### src/hdl/bldc_ramp_pkg.sv
// shared types, constants and helpers for the startup ramp sequencer
package bldc_ramp_pkg;

  localparam int unsigned CURRENT_BITS = 10;
  localparam int unsigned TICK_BITS    = 16;
  localparam int unsigned CFG_IDX_W    = 3;
  localparam int unsigned CFG_DATA_W   = 16;
  localparam int unsigned PERIOD_W     = 10;

  // period / 15 as a multiply by reciprocal, exact for 10 bit periods
  localparam int unsigned DIV15_RECIP  = 2185;
  localparam int unsigned DIV15_SHIFT  = 15;
  localparam int unsigned PROD_W       = PERIOD_W + 12;

  localparam logic [2:0] LAST_PHASE = 3'd5;

  localparam logic [CFG_IDX_W-1:0] CFG_START_PWM  = 3'd0;
  localparam logic [CFG_IDX_W-1:0] CFG_PROBE_PWM  = 3'd1;
  localparam logic [CFG_IDX_W-1:0] CFG_PROBE_TICK = 3'd2;
  localparam logic [CFG_IDX_W-1:0] CFG_PROBE_LIM  = 3'd3;
  localparam logic [CFG_IDX_W-1:0] CFG_RUN_LIM    = 3'd4;
  localparam logic [CFG_IDX_W-1:0] CFG_INIT_PER   = 3'd5;
  localparam logic [CFG_IDX_W-1:0] CFG_END_PER    = 3'd6;

  typedef enum logic [2:0] {
    MODE_IDLE  = 3'd0,
    MODE_PROBE = 3'd1,
    MODE_RAMP  = 3'd2,
    MODE_DONE  = 3'd3,
    MODE_FAIL  = 3'd4
  } mode_e;

  typedef struct packed {
    logic [7:0]          start_pwm;
    logic [7:0]          probe_pwm;
    logic [15:0]         probe_ticks;
    logic [9:0]          probe_current_limit;
    logic [9:0]          run_current_limit;
    logic [PERIOD_W-1:0] initial_period;
    logic [PERIOD_W-1:0] end_period;
  } cfg_t;

  typedef struct packed {
    mode_e      status;
    logic [7:0] pwm_duty;
    logic       drive_enable;
    logic       commutate;
    logic [2:0] commutation_step;
  } res_t;

  function automatic logic [PERIOD_W-1:0] period_shrink(logic [PERIOD_W-1:0] p);
    logic [PROD_W-1:0]   prod;
    logic [PERIOD_W-1:0] dec;
    prod = PROD_W'(p) * PROD_W'(DIV15_RECIP);
    dec  = PERIOD_W'(prod >> DIV15_SHIFT) + PERIOD_W'(1);
    return (p > dec) ? (p - dec) : '0;
  endfunction

endpackage

### src/hdl/bldc_ramp_cfg.sv
// configuration register bank
module bldc_ramp_cfg (
  input  logic                                clk_i,
  input  logic                                rst_ni,
  input  logic                                cfg_we_i,
  input  logic [bldc_ramp_pkg::CFG_IDX_W-1:0]  cfg_idx_i,
  input  logic [bldc_ramp_pkg::CFG_DATA_W-1:0] cfg_data_i,
  output bldc_ramp_pkg::cfg_t                  cfg_o
);
  import bldc_ramp_pkg::*;

  cfg_t cfg_q;

  always_ff @(posedge clk_i or negedge rst_ni) begin
    if (!rst_ni) begin
      cfg_q.start_pwm           <= 8'd40;
      cfg_q.probe_pwm           <= 8'd5;
      cfg_q.probe_ticks         <= 16'd3000;
      cfg_q.probe_current_limit <= 10'd190;
      cfg_q.run_current_limit   <= 10'd200;
      cfg_q.initial_period      <= PERIOD_W'(300);
      cfg_q.end_period          <= PERIOD_W'(25);
    end else if (cfg_we_i) begin
      case (cfg_idx_i)
        CFG_START_PWM:  cfg_q.start_pwm           <= cfg_data_i[7:0];
        CFG_PROBE_PWM:  cfg_q.probe_pwm           <= cfg_data_i[7:0];
        CFG_PROBE_TICK: cfg_q.probe_ticks         <= cfg_data_i[15:0];
        CFG_PROBE_LIM:  cfg_q.probe_current_limit <= cfg_data_i[9:0];
        CFG_RUN_LIM:    cfg_q.run_current_limit   <= cfg_data_i[9:0];
        CFG_INIT_PER:   cfg_q.initial_period      <= cfg_data_i[PERIOD_W-1:0];
        CFG_END_PER:    cfg_q.end_period          <= cfg_data_i[PERIOD_W-1:0];
        default: ;
      endcase
    end
  end

  assign cfg_o = cfg_q;

endmodule

### src/hdl/bldc_ramp_core.sv
// sequencer state and per-request update logic
module bldc_ramp_core (
  input  logic                                  clk_i,
  input  logic                                  rst_ni,
  input  logic                                  fire_i,
  input  logic                                  cmd_i,
  input  logic [bldc_ramp_pkg::CURRENT_BITS-1:0] cur_i,
  input  bldc_ramp_pkg::cfg_t                    cfg_i,
  output bldc_ramp_pkg::res_t                    res_o
);
  import bldc_ramp_pkg::*;

  mode_e                 mode_q, mode_d;
  logic [TICK_BITS-1:0]  tick_q, tick_d, tick_inc;
  logic [PERIOD_W-1:0]   period_q, period_d, period_new;
  logic [2:0]            phase_q, phase_d;
  logic [7:0]            duty_q, duty_d;
  logic                  comm;
  logic [2:0]            step;

  always_comb begin
    mode_d     = mode_q;
    tick_d     = tick_q;
    period_d   = period_q;
    phase_d    = phase_q;
    duty_d     = duty_q;
    comm       = 1'b0;
    step       = 3'd0;
    tick_inc   = (tick_q != '1) ? (tick_q + TICK_BITS'(1)) : tick_q;
    period_new = (period_q >= cfg_i.end_period) ? period_shrink(period_q) : period_q;
    if (fire_i) begin
      if (cmd_i) begin
        duty_d = cfg_i.probe_pwm;
        comm   = 1'b1;
        step   = phase_q;
        tick_d = '0;
        mode_d = MODE_PROBE;
      end else begin
        case (mode_q)
          MODE_PROBE: begin
            if (32'(cur_i) > 32'(cfg_i.probe_current_limit)) begin
              mode_d = MODE_FAIL;
              duty_d = '0;
            end else if (32'(tick_inc) >= 32'(cfg_i.probe_ticks)) begin
              duty_d   = cfg_i.start_pwm;
              phase_d  = '0;
              period_d = cfg_i.initial_period;
              tick_d   = '0;
              mode_d   = MODE_RAMP;
            end else begin
              tick_d = tick_inc;
            end
          end
          MODE_RAMP: begin
            if (32'(tick_inc) >= 32'(period_q)) begin
              tick_d = '0;
              if (32'(cur_i) > 32'(cfg_i.run_current_limit)) begin
                mode_d = MODE_FAIL;
                duty_d = '0;
              end else begin
                period_d = period_new;
                if (period_new < cfg_i.end_period) begin
                  mode_d = MODE_DONE;
                end else begin
                  comm    = 1'b1;
                  step    = phase_q;
                  phase_d = (phase_q == LAST_PHASE) ? 3'd0 : (phase_q + 3'd1);
                  duty_d  = cfg_i.start_pwm;
                end
              end
            end else begin
              tick_d = tick_inc;
            end
          end
          default: ;
        endcase
      end
    end
  end

  always_ff @(posedge clk_i or negedge rst_ni) begin
    if (!rst_ni) begin
      mode_q   <= MODE_IDLE;
      tick_q   <= '0;
      period_q <= '0;
      phase_q  <= '0;
      duty_q   <= '0;
    end else begin
      mode_q   <= mode_d;
      tick_q   <= tick_d;
      period_q <= period_d;
      phase_q  <= phase_d;
      duty_q   <= duty_d;
    end
  end

  always_comb begin
    res_o.status           = mode_d;
    res_o.pwm_duty         = duty_d;
    res_o.drive_enable     = mode_d inside {MODE_PROBE, MODE_RAMP, MODE_DONE};
    res_o.commutate        = comm;
    res_o.commutation_step = step;
  end

endmodule

### src/hdl/bldc_open_loop_startup_ramp_top.sv
// top level of the open-loop startup ramp sequencer
// an accepted request waits in the input register; its result is then captured in the result register
// throughput: one request per cycle while results are taken, set by the input register feeding the result register
// a stalled result holds the input register; one further request waits there
// reset (async, active low): idle mode, zero counters, default configuration, no result
module bldc_open_loop_startup_ramp_top (
  input  logic                                  clk_i,
  input  logic                                  rst_ni,
  input  logic                                  cfg_we_i,
  input  logic [bldc_ramp_pkg::CFG_IDX_W-1:0]    cfg_idx_i,
  input  logic [bldc_ramp_pkg::CFG_DATA_W-1:0]   cfg_data_i,
  input  logic                                  in_valid_i,
  output logic                                  in_ready_o,
  input  logic                                  in_command_i,
  input  logic [bldc_ramp_pkg::CURRENT_BITS-1:0] in_current_i,
  output logic                                  out_valid_o,
  input  logic                                  out_ready_i,
  output logic [2:0]                            out_status_o,
  output logic [7:0]                            out_pwm_duty_o,
  output logic                                  out_drive_enable_o,
  output logic                                  out_commutate_o,
  output logic [2:0]                            out_commutation_step_o
);
  import bldc_ramp_pkg::*;

  cfg_t                    cfg;
  res_t                    res;
  res_t                    res_q;
  logic                    s1_valid_q;
  logic                    s1_cmd_q;
  logic [CURRENT_BITS-1:0] s1_cur_q;
  logic                    out_valid_q;
  logic                    out_free;
  logic                    s1_adv;
  logic                    in_fire;

  assign out_free   = !out_valid_q || out_ready_i;
  assign s1_adv     = s1_valid_q && out_free;
  assign in_ready_o = !s1_valid_q || s1_adv;
  assign in_fire    = in_valid_i && in_ready_o;

  bldc_ramp_cfg u_cfg (
    .clk_i      (clk_i),
    .rst_ni     (rst_ni),
    .cfg_we_i   (cfg_we_i),
    .cfg_idx_i  (cfg_idx_i),
    .cfg_data_i (cfg_data_i),
    .cfg_o      (cfg)
  );

  bldc_ramp_core u_core (
    .clk_i  (clk_i),
    .rst_ni (rst_ni),
    .fire_i (s1_adv),
    .cmd_i  (s1_cmd_q),
    .cur_i  (s1_cur_q),
    .cfg_i  (cfg),
    .res_o  (res)
  );

  always_ff @(posedge clk_i or negedge rst_ni) begin
    if (!rst_ni) begin
      s1_valid_q  <= 1'b0;
      out_valid_q <= 1'b0;
    end else begin
      if (in_fire) begin
        s1_valid_q <= 1'b1;
      end else if (s1_adv) begin
        s1_valid_q <= 1'b0;
      end
      if (s1_adv) begin
        out_valid_q <= 1'b1;
      end else if (out_ready_i) begin
        out_valid_q <= 1'b0;
      end
    end
  end

  always_ff @(posedge clk_i) begin
    if (in_fire) begin
      s1_cmd_q <= in_command_i;
      s1_cur_q <= in_current_i;
    end
    if (s1_adv) begin
      res_q <= res;
    end
  end

  assign out_valid_o            = out_valid_q;
  assign out_status_o           = res_q.status;
  assign out_pwm_duty_o         = res_q.pwm_duty;
  assign out_drive_enable_o     = res_q.drive_enable;
  assign out_commutate_o        = res_q.commutate;
  assign out_commutation_step_o = res_q.commutation_step;

`ifndef SYNTHESIS
  a_comm_drive: assert property (@(posedge clk_i) disable iff (!rst_ni)
    out_valid_o && out_commutate_o |-> out_drive_enable_o)
    else $error("commutation issued with drive disabled");

  a_fail_off: assert property (@(posedge clk_i) disable iff (!rst_ni)
    out_valid_o && (out_status_o == MODE_FAIL) |-> !out_drive_enable_o &&
    (out_pwm_duty_o == 8'd0))
    else $error("failed state still driving");

  a_step_range: assert property (@(posedge clk_i) disable iff (!rst_ni)
    out_valid_o && out_commutate_o |-> (out_commutation_step_o <= LAST_PHASE))
    else $error("commutation step out of range");

  a_stall_holds: assert property (@(posedge clk_i) disable iff (!rst_ni)
    !in_ready_o |-> s1_valid_q && out_valid_q && !out_ready_i)
    else $error("request refused without a stalled result");
`endif

endmodule

### config.mk
export PLATFORM = sky130hd
export DESIGN_NAME = bldc_open_loop_startup_ramp_top
export DESIGN_NICKNAME = d
export VERILOG_FILES = /design/src/hdl/bldc_ramp_pkg.sv /design/src/hdl/bldc_ramp_cfg.sv /design/src/hdl/bldc_ramp_core.sv /design/src/hdl/bldc_open_loop_startup_ramp_top.sv
export SDC_FILE = /design/constraint.sdc
export NUM_CORES = 1
export LEC_CHECK = 0
export BUFFER_PORTS_ARGS = -buffer_cell sky130_fd_sc_hd__buf_2
export CAP_MARGIN = 20
export CORE_ASPECT_RATIO = 0.9
export CORE_MARGIN = 1
export CORE_UTILIZATION = 42
export DETAILED_ROUTE_END_ITERATION = 6
export SLEW_MARGIN = 10
export SYNTH_ARGS = -nofsm -noshare
export SYNTH_HDL_FRONTEND = slang
export SYNTH_HIERARCHICAL = 1
export SYNTH_SLANG_ARGS = --single-unit
### constraint.sdc
create_clock -name clk_i -period 14.7 [get_ports clk_i]
set_input_delay 0.735 -clock clk_i [delete_from_list [all_inputs] [get_ports clk_i]]
set_output_delay 0.735 -clock clk_i [all_outputs]
set_load 0.1 [all_outputs]
==> reports/metrics.sh <==
NETSWITCHINGPOWER_W=0.000414
FIRST_PASS_GRT_WIRE_LENGTH_UM=34500
ANTENNADIODECOUNT=0
SYNTH_LARGEST_TYPE_AREA_FRACTION_PCT=23.2
YOSYS_WARNINGS=6
RUN_STATUS='finished clean'
FIN_CELLS=1210
MAXCLOCKFREQUENCY_MHz=119
GRTUSAGEMET2_PCT=29.6
SLEW_VIOLATIONS=0
SLEW_AT_THE_PIN_CLOSEST_TO_ITS_MAX_SLEW_LIMIT_NS=0.840
DRC_ERRORS=0
DIE_HEIGHT_UM=144
ASYNC_RESET_FF_SHARE_PCT=80.9
WORST_PATH_MAX_DELAY_CELL='sky130_fd_sc_hd__dfrtp_1'
TOP_LEVEL_PORTS=53
FIRST_GLOBAL_VIAS=6549
TIMING.SLEW.HEADROOM_PCT=44.0
SETUP_TOTAL_NEGATIVE_SLACK_NS=0
MAXIMUM_NUMBER_OF_PINS_ON_ONE_NET_BEFORE_GLOBAL_ROUTE_REPAIR=67
AREA_ADDED_BETWEEN_SYNTHESIS_AND_FINISH_PCT=13.0
FIN_WORST_HOLD_SLACK_NS=0.315
CLOCK_TREE.ROOT_CELL='sky130_fd_sc_hd__clkbuf_16'
SYNTH_SEQUENTIAL_AREA_RATIO_PCT=39.3
FIN_SKEW_NS=0.0140
DPL_CELL_AREA_UM2=9970
DIE_AREA_UM2=23000
GRT_ANTENNA_BEFORE_REPAIR=0
MAX-VDD-IR-DROP_uV=61.8
SYN_INST=851
DRT-WIRELENGTH-PER-CELL_UM=17.6
CLKSINKCOUNT=141
VIA_PER_INST=5.45
CLOCKPOWERSHARE_PCT=36.2
SWITCHING_SHARE_PCT=31.3
FF2FF_PATH_DEPTH=32
NUMBER_OF_BUFFERS_INSERTED_BY_POST_CTS_SETUP_REPAIR=0
R2R_END='out_pwm_duty_o[2]'
REGTOREGSTARTPOINT='u_core/period_q[6]'
COUNT_OF_FLIP_FLOPS_WITH_A_BUILT_IN_ENABLE_AFTER_SYNTHESIS=27
GRT-BUSIEST-LAYER='met2'
SHARE_COMB_OF_TOTAL_POWER_PCT=24.3
SETUP-VIOLATIONS-FINAL=0
TOTALPOWERFINAL_W=0.00132
CRITICAL_PATH_CLASS='register to register'
POSTCTSRESIZEDCELLS=0
CLOCK_TREE.BUFFER_DEPTH=2
CLOCK_TREE.HTREE_LEVEL_COUNT=4
CRITICAL-PATH-MAX-STAGE-DELAY_NS=0.52
STDCELL_AREA_UM2=10600
POWER_DENSITY_NORMALIZED_TO_CELL_AREA_nW_PER_UM2=125
P_LEAK_nW=4.97
SYNTH.LARGEST_AREA_CELL='sky130_fd_sc_hd__dfrtp_1'
PLACEABLECOREAREA_UM2=21800
DRTPASS1ITERATIONS=5
CLKSLEWWORSTSETUPHOLDPATHS_NS=0.07
POST-SYNTH-TOP-COUNT-CELL='sky130_fd_sc_hd__ha_1'
SYNTH_REGISTER_BITS=141
DRTITER0DRC=342
LAYOUT-DRIVE-GT1-SHARE_PCT=24.6
NETS=1066
CRITPATHCAPTURETYPE='register'
PORT_BUFFERS=52
POST-ROUTE-PERIOD-UTIL_PCT=57.0
SYNTH_COMMONEST_CELLS='sky130_fd_sc_hd__ha_1 (117), sky130_fd_sc_hd__dfrtp_1 (87), sky130_fd_sc_hd__inv_1 (85)'
DIE_EXTENT_IN_X_UM=160
TIMING.HOLD.WORST.CLASS='input port to asynchronous set/reset pin'
GP_CONGESTION=0.878
PLACE.DETAILED.INSTANCES=1178
MAPPEDNETLISTNETS=1011
CP-STARTPOINT='u_core/period_q[6]'
WORST-PATH-MAX-FANOUT=9
VIAS=6589
TRITONCTS.NUM_BUFFERS=17
TRITONCTS='done'
SYN-MEAN-INSTANCE-AREA_UM2=11.0
INTERNAL_POWER_W=0.000910
DRT.ANTENNA.VIOLATING_NETS=0
TIMING_HOLD_VIOLATIONS_FINAL=0
RSZ0062_AT_GRT='no'
MET1_TRACK_DEMAND_OVER_RESOURCE_IN_GLOBAL_ROUTING_PCT=28.4
GLOBAL_ROUTE.USAGE.MET3_PCT=2.68
CLOCK_LATENCY_NS=0.43
GRT.OVERFLOW.TOTAL=0
REGTOREGSETUPSLACK_NS=6.32
ROWS=51
STARTPOINT_TYPE_OF_THE_WORST_SETUP_PATH='register'
TIMING.CRITICAL_PATH.REQUIRED_NS=14.85
CRITPATHARRIVALTIME_NS=8.53
ROUTED_WL_UM=21300
DRV.MAX_CAP_VIOLATION_COUNT=0
CPMOSTUSEDCELL='sky130_fd_sc_hd__ha_1'
FINAL.MIN_CLOCK_PERIOD_NS=8.38
INITIAL_CORE_UTIL_PCT=43.2
SYNTH_AREA_UM2=9400
HPWL_UM=15800
GRT.TOTAL_USAGE_PCT=19.5
SHARE_SEQ_OF_TOTAL_POWER_PCT=39.5
POSTSYNTH.TOPFLOPCELL='sky130_fd_sc_hd__dfrtp_1'
CTSHOLDBUFFERS=0
SYNTHDISTINCTLIBCELLS=78
SYNTH.AREA.TOP_CELLS='sky130_fd_sc_hd__dfrtp_1 (23%), sky130_fd_sc_hd__ha_1 (16%), sky130_fd_sc_hd__mux2_2 (9.0%)'
layout by cell type (no fill, tap or decap), types with 29 or more instances in the layout:
cell type                 count
sky130_fd_sc_hd__a21oi_1     29
sky130_fd_sc_hd__dfrtp_1     87
sky130_fd_sc_hd__ha_1       117
sky130_fd_sc_hd__nor2_1      34
sky130_fd_sc_hd__mux2_2      75
sky130_fd_sc_hd__inv_1       85
sky130_fd_sc_hd__buf_2       51
sky130_fd_sc_hd__o21ai_0     38
sky130_fd_sc_hd__nand2_1     43
power groups by stage:
stage	logic, W	registers (W)	clock network, W
3_3_place_gp	0.000318	0.000529	0
6_report	0.000322	0.000523	0.000479
2_1_floorplan	0.000191	0.000574	0
4_1_cts	0.000323	0.000523	0.000488
3_5_place_dp	0.000321	0.000529	0
5_1_grt	0.000354	0.000532	0.000504
through the flow:
| step | setup WS (ns) | utilization (%) |
|---|---|---|
| global placement | 6.63 | 45.8 |
| detailed placement | 6.41 | 45.8 |
| global route | 5.70 | 48.8 |
| finish | 6.32 | 48.8 |
| CTS | 6.36 | 48.8 |
| floorplan | 7.39 | - |
sequential cells by signal, summed over array words and instances (netlist names), 8 cells and up:
register         count
u_cfg/cfg_o         72
u_core/tick_q       16
s1_cur_q            10
u_core/period_q     10
out_pwm_duty_o       8
u_core/duty_q        8
layout make-up:
class	instances	area (um^2)
Fill cell	2025	11100
Multi-Input combinational cell	602	5280
Sequential cell	141	3700
Clock buffer	20	437
Tap cell	291	364
Inverter	85	319
Timing Repair Buffer	59	315
Clock inverter	12	210
worst max path at each step:
stage	end
6_report	out_pwm_duty_o[2]
5_1_grt	out_pwm_duty_o[2]
4_1_cts	out_pwm_duty_o[2]
3_5_place_dp	out_pwm_duty_o[2]
3_3_place_gp	out_pwm_duty_o[0]
2_1_floorplan	out_pwm_duty_o[0]
routing by layer:
metal / wire length, um / vias up
met5: 0 / -
met4: 293 / 0
met3: 715 / 24
met2: 9250 / 133
met1: 11100 / 3192
li1: - / 3240
logic make-up (layout without fill, tap and decap cells):
kind of cell    after synthesis  after routing  synth area share, %
flops                       141            141                 39.3
simple gates                175            175                 10.8
compound gates              182            182                 13.9
xor+xnor                     27             27                 2.52
fa+ha+maj                   126            126                 17.4
buf+inv                     108            176                 4.73
mux                          92             92                 11.3
critical path: cells and delay by family, from the launching register on:
| family | cells | cell delay, ns |
|---|---|---|
| compound gates | 17 | 4.30 |
| xor+xnor | 1 | 0.18 |
| fa+ha+maj | 8 | 2.50 |
| buf+inv | 4 | 0.19 |
| flops | 1 | 0.52 |
| simple gates | 2 | 0.40 |
Note: power is estimated with default switching activity, not from simulation.
